==> src/hw/rtl/vtso_pkg.sv <==
// Shared widths, constants and types for the vCPU time-stamp offset sync block.
package vtso_pkg;

   localparam int DATA_W      = 64;
   localparam int THR_W       = 32;
   localparam int CPU_FIELD_W = 6;
   localparam int REQ_DATA_W  = 200;
   localparam int RSP_DATA_W  = 72;

   localparam logic [THR_W-1:0] THR_RESET = 32'd30000;

   // divide by three, one nibble per step: q = (v * RECIP3) >> RECIP3_SHIFT for v < 48
   localparam int DIGIT_W      = 4;
   localparam int DIV_STEPS    = DATA_W / DIGIT_W;
   localparam int RECIP3       = 43;
   localparam int RECIP3_SHIFT = 7;

   typedef logic [DATA_W-1:0] word_type;

   typedef struct packed {
      logic     bad_cpu;
      logic     raw_count_backwards;
      logic     guest_time_backwards;
      logic     adjust_valid;
      word_type offset_adjust;
   } result_type;

endpackage

==> src/hw/rtl/vtso_div3.sv <==
// Iterative unsigned divide-by-three, one nibble of quotient per cycle.
module vtso_div3 (
   input  logic               clock,
   input  logic               reset,
   input  logic               start,
   input  vtso_pkg::word_type dividend,
   output logic               done,
   output vtso_pkg::word_type quotient
);

   localparam int STEP_W = $clog2(vtso_pkg::DIV_STEPS);
   localparam int V_W    = vtso_pkg::DIGIT_W + 2;
   localparam int P_W    = V_W + 7;

   vtso_pkg::word_type dvd_ff, dvd_in;
   vtso_pkg::word_type quo_ff, quo_in;
   logic [1:0]         rem_ff, rem_in;
   logic [STEP_W-1:0]  step_ff, step_in;
   logic               busy_ff, busy_in;
   logic               done_ff, done_in;

   logic [V_W-1:0]                 v;
   logic [P_W-1:0]                 prod;
   logic [vtso_pkg::DIGIT_W-1:0]   q;
   logic [V_W-1:0]                 r;

   always_comb begin
      v    = {rem_ff, dvd_ff[vtso_pkg::DATA_W-1 -: vtso_pkg::DIGIT_W]};
      prod = P_W'(v) * P_W'(vtso_pkg::RECIP3);
      q    = prod[vtso_pkg::RECIP3_SHIFT +: vtso_pkg::DIGIT_W];
      r    = v - V_W'(3 * q);

      dvd_in  = dvd_ff;
      quo_in  = quo_ff;
      rem_in  = rem_ff;
      step_in = step_ff;
      busy_in = busy_ff;
      done_in = 1'b0;
      if (start) begin
         dvd_in  = dividend;
         quo_in  = '0;
         rem_in  = '0;
         step_in = '0;
         busy_in = 1'b1;
      end else if (busy_ff) begin
         dvd_in  = dvd_ff << vtso_pkg::DIGIT_W;
         quo_in  = {quo_ff[vtso_pkg::DATA_W-vtso_pkg::DIGIT_W-1:0], q};
         rem_in  = r[1:0];
         step_in = step_ff + STEP_W'(1);
         if (step_ff == STEP_W'(vtso_pkg::DIV_STEPS - 1)) begin
            busy_in = 1'b0;
            done_in = 1'b1;
         end
      end
   end

   always_ff @(posedge clock) begin
      dvd_ff  <= dvd_in;
      quo_ff  <= quo_in;
      rem_ff  <= rem_in;
      step_ff <= step_in;
   end

   always_ff @(posedge clock) begin
      if (reset) begin
         busy_ff <= 1'b0;
         done_ff <= 1'b0;
      end else begin
         busy_ff <= busy_in;
         done_ff <= done_in;
      end
   end

   assign done     = done_ff;
   assign quotient = quo_ff;

endmodule

==> config.mk <==
export PLATFORM = sky130hd
export DESIGN_NAME = vtso_div3
export DESIGN_NICKNAME = d
export VERILOG_FILES = /design/src/hw/rtl/vtso_pkg.sv /design/src/hw/rtl/vtso_div3.sv
export SDC_FILE = /design/constraint.sdc
export NUM_CORES = 1
export LEC_CHECK = 0
export BUFFER_PORTS_ARGS = -buffer_cell sky130_fd_sc_hd__buf_4
export CORE_MARGIN = 2
export CORE_UTILIZATION = 40
export CTS_BUF_LIST = sky130_fd_sc_hd__clkbuf_4
export DETAILED_ROUTE_END_ITERATION = 10
export HOLD_SLACK_MARGIN = 0.1
export PLACE_DENSITY = 0.62
export SYNTH_ARGS = -nofsm -noshare
export SYNTH_HDL_FRONTEND = slang
export SYNTH_SLANG_ARGS = --single-unit
==> constraint.sdc <==
create_clock -name clock -period 11.24 [get_ports clock]
set_input_delay 1.124 -clock clock [delete_from_list [all_inputs] [get_ports clock]]
set_output_delay 1.124 -clock clock [all_outputs]
set_load 0.1 [all_outputs]
==> results.ini, run 1 <==
[floorplanning]
rows = 44
initial_utilization_pct = 40.5
die_x_um = 125
core_area_um2 = 14400
io_pins = 132
fp.dieH_um = 125
die-area_um2 = 15600

[layout]
syn2layout_area_growth_pct = 24.9
layout.nets = 670
antenna_cells = 0
drive_gt1_share_pct = 39.0
final_cells = 768
finalInstanceArea_um2 = 7290
fillers = 1295

[timing]
fin_tns_setup_ns = 0
finalCritPeriodShare_pct = 40.9
max_slew_margin_pct = 22.3
worst_slew_pin_slew_ns = 1.17
setup_viol = 0
report.final.slew_viol_count = 0
max_freq_mhz = 217
rsz0062_at_grt = no
finalHoldViolCount = 0
skew_ns = 0.0138
period_needed_ns = 4.60

[clock_network]
cts_resized = 0
htreeDepth = 4
ctsHoldBuffers = 0
clkSlewWorstSetupHoldPaths_ns = 0.11
clock-sinks = 136
root_buffer = clkbuf_4
cts_buffers = 17
clk_latency_ns = 0.53
cts_buffer_depth = 2
cts_tree = built
post_cts_buffers = 0

[routing]
drt_first_iter_violations = 211
dr.pass1.iters = 4
drtAntennaViolNets = 0
met2_length_mm = 5.65
via_count = 3710
wl_met1_mm = 4.91
wl_per_cell_um = 14.8
finalWirelength_mm = 11.4
routed-wl-met3_um = 678
topRoutingLayerUsed = met4
drc = 0
viasPerCell = 4.83

[setup_path]
worstPathRequired_ns = 11.68
end_kind = register
slowest_delay_ns = 0.56
cpMostUsedCell = ha_1
startpoint_type = register
crit_family = adder cells
regToRegStartpoint = dvd_ff[61]
crit_arrival_ns = 5.04
crit_chain = ha_1 -> inv_1 -> fa_1 -> fa_1 -> inv_1 -> ha_1 -> and3_1 -> a221oi_4 -> xnor2_1 -> ha_1 -> inv_1 -> ha_1 -> nor2_1 -> xnor2_1 -> xnor3_1 -> or4_1 -> o311ai_1
reg2reg_depth = 17
criticalPathCategory = reg -> reg
path_buf_inv = 3
critPathMaxFanout = 8
regToRegSetupSlack_ns = 6.64
worst_r2r_endpoint = rem_ff[1]
slowest_stage = fa_1

[power]
leakage_nw = 3.17
p_sw_mw = 0.381
finalPower_mw = 1.27
internal_power_mw = 0.889
power_frac_clock_pct = 27.7
irDropWorstVdd_mv = 0.0766
pwr-share-seq_pct = 45.9
powerDensity_nw_per_um2 = 174
pwr-share-comb_pct = 26.4
swShare_pct = 30.0

[yosys]
synth_top_cell_by_area = edfxtp_1
syn_area_um2 = 5840
avgSynthCellArea_um2 = 13.2
synth_edf_count = 64
synthTopCellsByCount = dfxtp_1, nor2_1, edfxtp_1
async_reset_ff_share_pct = 0
post-synth-top-count-cell = dfxtp_1
muxShareOfSynthArea_pct = 22.2
synth-xor-area-share_pct = 1.88
netlist_instances = 442
syn_nets = 541
synthFlopType = dfxtp_1
synth_compound_area_share_pct = 2.29
synth_top_cells_by_area = edfxtp_1, dfxtp_1, mux2_2, mux2i_1, ha_1
synth_top_family_by_area = multiplexers
ys_seq_area_share_pct = 57.6
synthAdderAreaFrac_pct = 7.37
synth_seq_cells = 136
yosys.area_share.simple_pct = 6.13
synth.distinct_cells = 36
synth_top_area_share_pct = 32.9
yosysWarnings = 0

[min_path]
hold_path_startpoint = quotient[60]
hold_path.class = reg -> reg
hold_path_depth = 2
hold_end = quotient[60]

[global_route]
grt.total_usage_pct = 15.0
globalRoute.totalOverflow = 0
antenna_found_initial = 0
first_global_vias = 3722
grt_max_degree = 81
grt_pass1_wl_mm = 18.6

[placement]
dpl.hpwl_mm = 7.66
globalplace.congestion = 0.802
place.detailed.instances = 736
post_dp_cell_area_um2 = 6990
port_buffers = 131

[run_status]
status = complete, no violations

[job]
maxCapViolations = 0

## kinds of logic after synthesis
| kind of cell | after synthesis |
|---|---|
| DFF | 136 |
| muxes | 122 |
| and+or+nand+nor | 85 |
| buffers and inverters | 40 |
| adders and majority gates | 32 |
| AOI/OAI and AO/OA | 16 |
| xor gates and xnor gates | 11 |
## how the worst max path moves through the flow
stage | cells after the start | start | slack [ns] | end
finish | 17 | dvd_ff[61] | 6.64 | rem_ff[1]
global route | 17 | dvd_ff[61] | 6.40 | rem_ff[1]
CTS | 17 | dvd_ff[61] | 6.62 | rem_ff[1]
detailed placement | 17 | dvd_ff[61] | 6.64 | rem_ff[1]
global placement | 17 | dvd_ff[61] | 6.79 | rem_ff[1]
floorplan | 17 | dvd_ff[61] | 6.95 | rem_ff[1]
## flip-flops by register name, indices dropped and copies added, names as in the netlist
signal,flops
rem_ff,2
busy_ff,1
quotient,64
dvd_ff,64
done,1
step_ff,4
## stage by stage
stage	utilization [%]	hold slack (ns)	setup WS (ns)
2_1_floorplan	-	0.462	6.95
4_1_cts	50.6	0.510	6.62
6_report	50.6	0.503	6.64
5_1_grt	50.6	0.538	6.40
3_5_place_dp	48.4	0.482	6.64
3_3_place_gp	48.4	0.476	6.79
## final cells by class
class	instances	area [um2]	share of cell area (%)
Sequential cell	136	3370	46.2
Multi-Input combinational cell	266	2330	31.9
Timing Repair Buffer	133	998	13.7
Tap cell	184	230	3.16
Clock inverter	15	179	2.45
Clock buffer	17	128	1.75
Inverter	17	63.8	0.875
## power by group through the flow
| stage | Clock, mW | Sequential [mW] | Combinational [mW] |
|---|---|---|---|
| after global routing | 0.388 | 0.588 | 0.376 |
| final | 0.352 | 0.582 | 0.336 |
| after global placement | 0 | 0.593 | 0.326 |
| after CTS | 0.364 | 0.584 | 0.342 |
| after floorplan | 0 | 0.624 | 0.229 |
| after detailed placement | 0 | 0.595 | 0.339 |
## layout by cell type, fill, tap and decap left out, types with 3 or more instances in the layout
cell / count
xnor2_1: 7
clkbuf_4: 17
dfxtp_1: 71
clkinv_2: 4
edfxtp_1: 64
fa_1: 4
nor2_1: 68
and2_1: 4
buf_4: 133
inv_1: 17
mux2_2: 60
ha_1: 28
mux2i_1: 62
bufinv_16: 4
inv_4: 3
xor2_1: 3
## worst min-delay path, cell delays in order (launching register included)
cell and delay [ns]:
dfxtp_1 0.34, mux2i_1 0.06, nor2_1 0.07
## per-layer routing
| metal | global-route usage (%) | vias to the layer above |
|---|---|---|
| li1 | - | 1830 |
| met1 | 18.0 | 1794 |
| met2 | 24.3 | 72 |
| met3 | 6.36 | 14 |
| met4 | 5.10 | 0 |
| met5 | 0 | - |
No activity file was read; power rests on OpenSTA's default activity.
==> inputs of run 2 (changes only) <==
--- a/config.mk
+++ b/config.mk
@@ -5,13 +5,14 @@
 export SDC_FILE = /design/constraint.sdc
 export NUM_CORES = 1
 export LEC_CHECK = 0
+export ABC_AREA = 1
 export BUFFER_PORTS_ARGS = -buffer_cell sky130_fd_sc_hd__buf_4
 export CORE_MARGIN = 2
 export CORE_UTILIZATION = 40
 export CTS_BUF_LIST = sky130_fd_sc_hd__clkbuf_4
 export DETAILED_ROUTE_END_ITERATION = 10
 export HOLD_SLACK_MARGIN = 0.1
-export PLACE_DENSITY = 0.62
+export PLACE_DENSITY = 0.65
 export SYNTH_ARGS = -nofsm -noshare
 export SYNTH_HDL_FRONTEND = slang
 export SYNTH_SLANG_ARGS = --single-unit
==> constraint.sdc (replaced) <==
create_clock -name clock -period 4 [get_ports clock]
set_input_delay 0.4 -clock clock [delete_from_list [all_inputs] [get_ports clock]]
set_output_delay 0.4 -clock clock [all_outputs]
set_load 0.1 [all_outputs]
==> results.ini, run 2 <==
[power]
leakage_nw = 3.56
powerDensity_nw_per_um2 = 470
irDropWorstVdd_mv = 0.232

[clock_network]
clk_latency_ns = 0.55
cts_buffer_depth = 2
clock-sinks = 136
htreeDepth = 4
cts_tree = built
root_buffer = clkbuf_4
clkSlewWorstSetupHoldPaths_ns = 0.11
cts_buffers = 17

[yosys]
synth_seq_cells = 136
syn_nets = 708
synth_top_area_share_pct = 33.5
synth_edf_count = 64
yosys.area_share.simple_pct = 16.9
async_reset_ff_share_pct = 0
synthFlopType = dfxtp_1
yosysWarnings = 0
synth.distinct_cells = 27
ys_seq_area_share_pct = 58.6
syn_area_um2 = 5740
muxShareOfSynthArea_pct = 0
synthAdderAreaFrac_pct = 7.50
synth_compound_area_share_pct = 7.89
synth_top_cell_by_area = edfxtp_1
synthTopCellsByCount = nand2_1, inv_1, dfxtp_1
synth-xor-area-share_pct = 0.610
synth_top_cells_by_area = edfxtp_1, dfxtp_1, nand2_1, o22ai_1, ha_1
netlist_instances = 609
post-synth-top-count-cell = nand2_1
synth_top_family_by_area = simple AND/OR/NAND/NOR gates
avgSynthCellArea_um2 = 9.42

[routing]
drt_first_iter_violations = 254
drtAntennaViolNets = 0
finalWirelength_mm = 13.5
dr.pass1.iters = 6
viasPerCell = 4.74
wl_per_cell_um = 13.6
via_count = 4717
drc = 0

[layout]
fillers = 1215
final_cells = 995
drive_gt1_share_pct = 22.3
mostFrequentLayoutCell = nand2_1
layout.nets = 901
finalInstanceArea_um2 = 7760
syn2layout_area_growth_pct = 35.2
layout_common_cells = nand2_1, buf_4, inv_1
antenna_cells = 0

[global_route]
globalRoute.totalOverflow = 0
grt_max_degree = 79
grt.total_usage_pct = 18.2
grt_pass1_wl_mm = 21.6
use_met2_pct = 31.5
first_global_vias = 4715
antenna_found_initial = 0
gr-max-usage-layer = met2
grtUsageMet1_pct = 21.3
grt_util_met3_pct = 5.86

[setup_path]
end_kind = register
critPathMaxFanout = 4
startpoint_type = register
slowest_delay_ns = 0.55
slowest_stage = fa_1
cpMostUsedCell = inv_1
worstPathRequired_ns = 4.44
reg2reg_depth = 21
crit_arrival_ns = 4.23
crit_chain = ha_1 -> inv_1 -> fa_1 -> fa_1 -> inv_1 -> ha_1 -> a21oi_2 -> nand3_1 -> nand2_2 -> inv_1 -> ha_1 -> inv_1 -> ha_1 -> nor2_2 -> inv_1 -> nand3_1 -> nand2_1 -> inv_1 -> nand3_1 -> nand3_1 -> nand2_1
criticalPathCategory = reg -> reg

[run_status]
status = complete, no violations

[placement]
post_dp_cell_area_um2 = 6850
place.detailed.instances = 897
port_buffers = 131
dpl.hpwl_mm = 8.53
globalplace.congestion = 0.798

[job]
maxCapViolations = 0

[timing]
setup_viol = 0
max_slew_margin_pct = 29.2
period_needed_ns = 3.79
max_freq_mhz = 264
report.final.slew_viol_count = 0
skew_ns = 0.0172
finalHoldViolCount = 0
finalCritPeriodShare_pct = 94.8
worst_slew_pin_slew_ns = 1.06

[floorplanning]
die-area_um2 = 15300
core_area_um2 = 13900
io_pins = 132
rows = 43
fp.dieH_um = 124
die_x_um = 124
initial_utilization_pct = 41.2

[min_path]
hold_path_depth = 3
hold_path.class = in -> reg

==> run 2: cell count changes in the layout (fill, tap and decap cells not counted), sizes merged, moves of 5 or more <==
cell	delta
buf	+5
dlygate4sd3	+62
inv	+83
mux2	-60
mux2i	-62
nand2	+214
nand3	+10
nor2	-63
o21ai	+8
o22ai	+55
==> run 2: per-layer routing <==
layer  share of wire (%)  vias to the layer above
li1                    -                     2368
met1                  42                     2155
met2                  49                      173
met3                 7.2                       21
met4                 1.8                        0
met5                   0                        -
==> run 2: area by class of cell <==
class                      count  area (um2)  share of cell area [%]
tap                          180         225                    2.90
inverter                      97         367                    4.72
multi-input combinational    350        1900                    24.4
sequential                   136        3360                    43.3
timing repair buffer         200        1660                    21.3
clock buffer                  18         135                    1.74
clock inverter                14         118                    1.52
==> run 2: cells by family (layout without fill, tap and decap cells) <==
logic type      after synthesis  in the layout
buf+inv                     123            329
fa+ha+maj                    32             32
compound gates               75             75
simple gates                239            239
xor+xnor                      4              4
flops                       136            136
==> run 2: worst paths after layout <==
kind,from,end,slack (ns)
max,dvd_ff[60],rem_ff[1],0.21
min,dividend[61],dvd_ff[61],0.15
max reg2reg,dvd_ff[60],rem_ff[1],0.21
min reg2reg,quotient[62],quotient[62],0.47
==> run 2: where the power goes <==
part / switching, mW / internal (mW) / total [mW]
clock network: 0.525 / 0.321 / 0.845
logic: 0.713 / 0.477 / 1.19
registers: 0.0483 / 1.57 / 1.62
==> run 2: what timing repair did <==
action,4_1_cts,5_1_grt
hold endpoints to repair,63,0
setup buffers,0,4
hold buffers,62,0
setup endpoints to repair,0,2
gates resized for setup,0,2
==> run 2: through the flow <==
stage / utilization, % / setup slack (ns) / setup TNS, ns / total power, mW / hold slack, ns
2_1_floorplan: - / 0.287 / 0 / 2.45 / 0.445
3_5_place_dp: 49.2 / 0.0799 / 0 / 2.70 / 0.454
4_1_cts: 55.4 / 0.0535 / 0 / 3.60 / 0.103
6_report: 55.7 / 0.209 / 0 / 3.65 / 0.145
5_1_grt: 55.7 / -0.0461 / -0.0461 / 3.90 / 0.121
3_3_place_gp: 49.2 / 0.225 / 0 / 2.66 / 0.444
==> run 2: worst max-delay path, delay by kind of cell, from the launching register on <==
family | cells | cell delay (ns)
DFF | 1 | 0.46
AOI/OAI and AO/OA | 1 | 0.18
adders and majority gates | 6 | 2.03
buffers and inverters | 6 | 0.32
and+or+nand+nor | 8 | 0.72
==> inputs of run 3 (changes only) <==
--- a/config.mk
+++ b/config.mk
@@ -8,11 +8,11 @@
 export ABC_AREA = 1
 export BUFFER_PORTS_ARGS = -buffer_cell sky130_fd_sc_hd__buf_4
 export CORE_MARGIN = 2
-export CORE_UTILIZATION = 40
+export CORE_UTILIZATION = 39
 export CTS_BUF_LIST = sky130_fd_sc_hd__clkbuf_4
 export DETAILED_ROUTE_END_ITERATION = 10
 export HOLD_SLACK_MARGIN = 0.1
-export PLACE_DENSITY = 0.65
+export PLACE_DENSITY = 0.63
 export SYNTH_ARGS = -nofsm -noshare
 export SYNTH_HDL_FRONTEND = slang
 export SYNTH_SLANG_ARGS = --single-unit
==> results.ini, run 3 (same netlist as run 2, synthesis figures left out) <==
[run_status]
status = complete, no violations

[clock_network]
htreeDepth = 4
clk_latency_ns = 0.52
root_buffer = clkbuf_4
cts_buffers = 17
cts_tree = built
cts_buffer_depth = 2
clock-sinks = 136
clkSlewWorstSetupHoldPaths_ns = 0.12

[setup_path]
crit_chain = ha_1 -> inv_1 -> fa_1 -> fa_1 -> inv_1 -> ha_4 -> a21oi_2 -> nand3_1 -> nand2_2 -> inv_1 -> ha_4 -> inv_1 -> ha_1 -> nor2_2 -> inv_1 -> nand3_1 -> nand2_1 -> inv_1 -> nand3_1 -> nand3_1 -> nand2_1
reg2reg_depth = 21
cpMostUsedCell = inv_1
regToRegStartpoint = dvd_ff[63]
worst_r2r_endpoint = rem_ff[1]
end_kind = register
critPathMaxFanout = 4
crit_arrival_ns = 4.21
path_buf_inv = 6
slowest_stage = fa_1
criticalPathCategory = reg -> reg
regToRegSetupSlack_ns = 0.22
worstPathRequired_ns = 4.43
crit_family = adder cells
slowest_delay_ns = 0.54
startpoint_type = register

[timing]
skew_ns = 0.0166
period_needed_ns = 3.78
worst_slew_pin_slew_ns = 1.06
fin_tns_setup_ns = 0
setup_viol = 0
finalCritPeriodShare_pct = 94.5
finalHoldViolCount = 0
report.final.slew_viol_count = 0
max_freq_mhz = 265
max_slew_margin_pct = 29.1

[floorplanning]
initial_utilization_pct = 39.6
die-area_um2 = 15700
die_x_um = 125
fp.dieH_um = 125
core_area_um2 = 14500
io_pins = 132
rows = 44

[layout]
antenna_cells = 0
final_cells = 955
mostFrequentLayoutCell = nand2_1
fillers = 1349
multiInputGateArea_um2 = 1920
layout_common_cells = nand2_1, buf_4, inv_1
layout.nets = 857
finish.utilization_pct = 51.6
drive_gt1_share_pct = 24.1
seq_area_um2 = 3360
syn2layout_area_growth_pct = 30.1

[global_route]
globalRoute.totalOverflow = 0
grt_max_degree = 91
grt.total_usage_pct = 15.9
grt_pass1_wl_mm = 20.1
antenna_found_initial = 0
first_global_vias = 4398

[power]
leakage_nw = 3.42
powerDensity_nw_per_um2 = 525
irDropWorstVdd_mv = 0.255

[placement]
place.detailed.instances = 901
dpl.hpwl_mm = 8.35
port_buffers = 131
globalplace.congestion = 0.786

[min_path]
hold_end = dvd_ff[18]
hold_path_depth = 3
hold_path_startpoint = dividend[18]
hold_path.class = in -> reg

[job]
maxCapViolations = 0

[routing]
viasPerCell = 4.71
drt_first_iter_violations = 245
dr.pass1.iters = 5
wl_per_cell_um = 12.9
finalWirelength_mm = 12.3
drtAntennaViolNets = 0
via_count = 4495
drc = 0

==> run 3: how the worst max path moves through the flow <==
| stage | from | end | slack (ns) | cells after the start |
|---|---|---|---|---|
| detailed placement | dvd_ff[63] | rem_ff[1] | 0.09 | 21 |
| global route | dvd_ff[63] | rem_ff[1] | -0.02 | 24 |
| finish | dvd_ff[63] | rem_ff[1] | 0.22 | 21 |
| CTS | dvd_ff[63] | rem_ff[1] | 0.05 | 21 |
| global placement | dvd_ff[63] | rem_ff[1] | 0.21 | 21 |
| floorplan | dvd_ff[61] | rem_ff[1] | 0.29 | 21 |
==> run 3: worst reg2reg max path, delay by kind of cell, from the launching register on <==
kind / cells / cell delay (ns)
fa+ha+maj: 6 / 2.00
simple gates: 8 / 0.73
flops: 1 / 0.47
buf+inv: 6 / 0.32
compound gates: 1 / 0.16
==> run 3: metal layers <==
layer  wire (um)  global-route usage [%]  vias to the layer above
met3         829                    5.31                       14
met2        5700                    24.6                      139
met1        5630                    20.8                     2069
met4         164                    6.14                        0
met5           0                       0                        -
li1            -                       -                     2273
==> run 3: power by group <==
group,total [mW],switching [mW],internal (mW)
Sequential,1.62,0.0477,1.57
Clock,1.14,0.504,0.634
Combinational,1.16,0.702,0.462
==> run 3: cell type report <==
type	instances	share of cell area (%)
clock inverter	13	3.02
multi-input combinational	350	25.7
sequential	136	45.0
tap	184	3.08
timing repair buffer	156	16.3
clock buffer	19	1.91
inverter	97	4.91
==> run 3: repair_timing <==
item                       CTS  global route
hold endpoints to repair    11             9
setup buffers                0             3
setup endpoints to repair    0             1
gates resized for setup      0             4
hold buffers                10             9
==> run 3: through the flow <==
step / total power [mW] / worst slack [ns] / hold slack (ns) / area, um2
after floorplan: 2.45 / 0.287 / 0.445 / 5740
after global placement: 2.67 / 0.210 / 0.444 / 6860
after detailed placement: 2.70 / 0.0860 / 0.459 / 6860
after CTS: 3.85 / 0.0542 / 0.101 / 7320
after global routing: 4.17 / -0.0197 / 0.103 / 7470
final: 3.92 / 0.220 / 0.152 / 7470
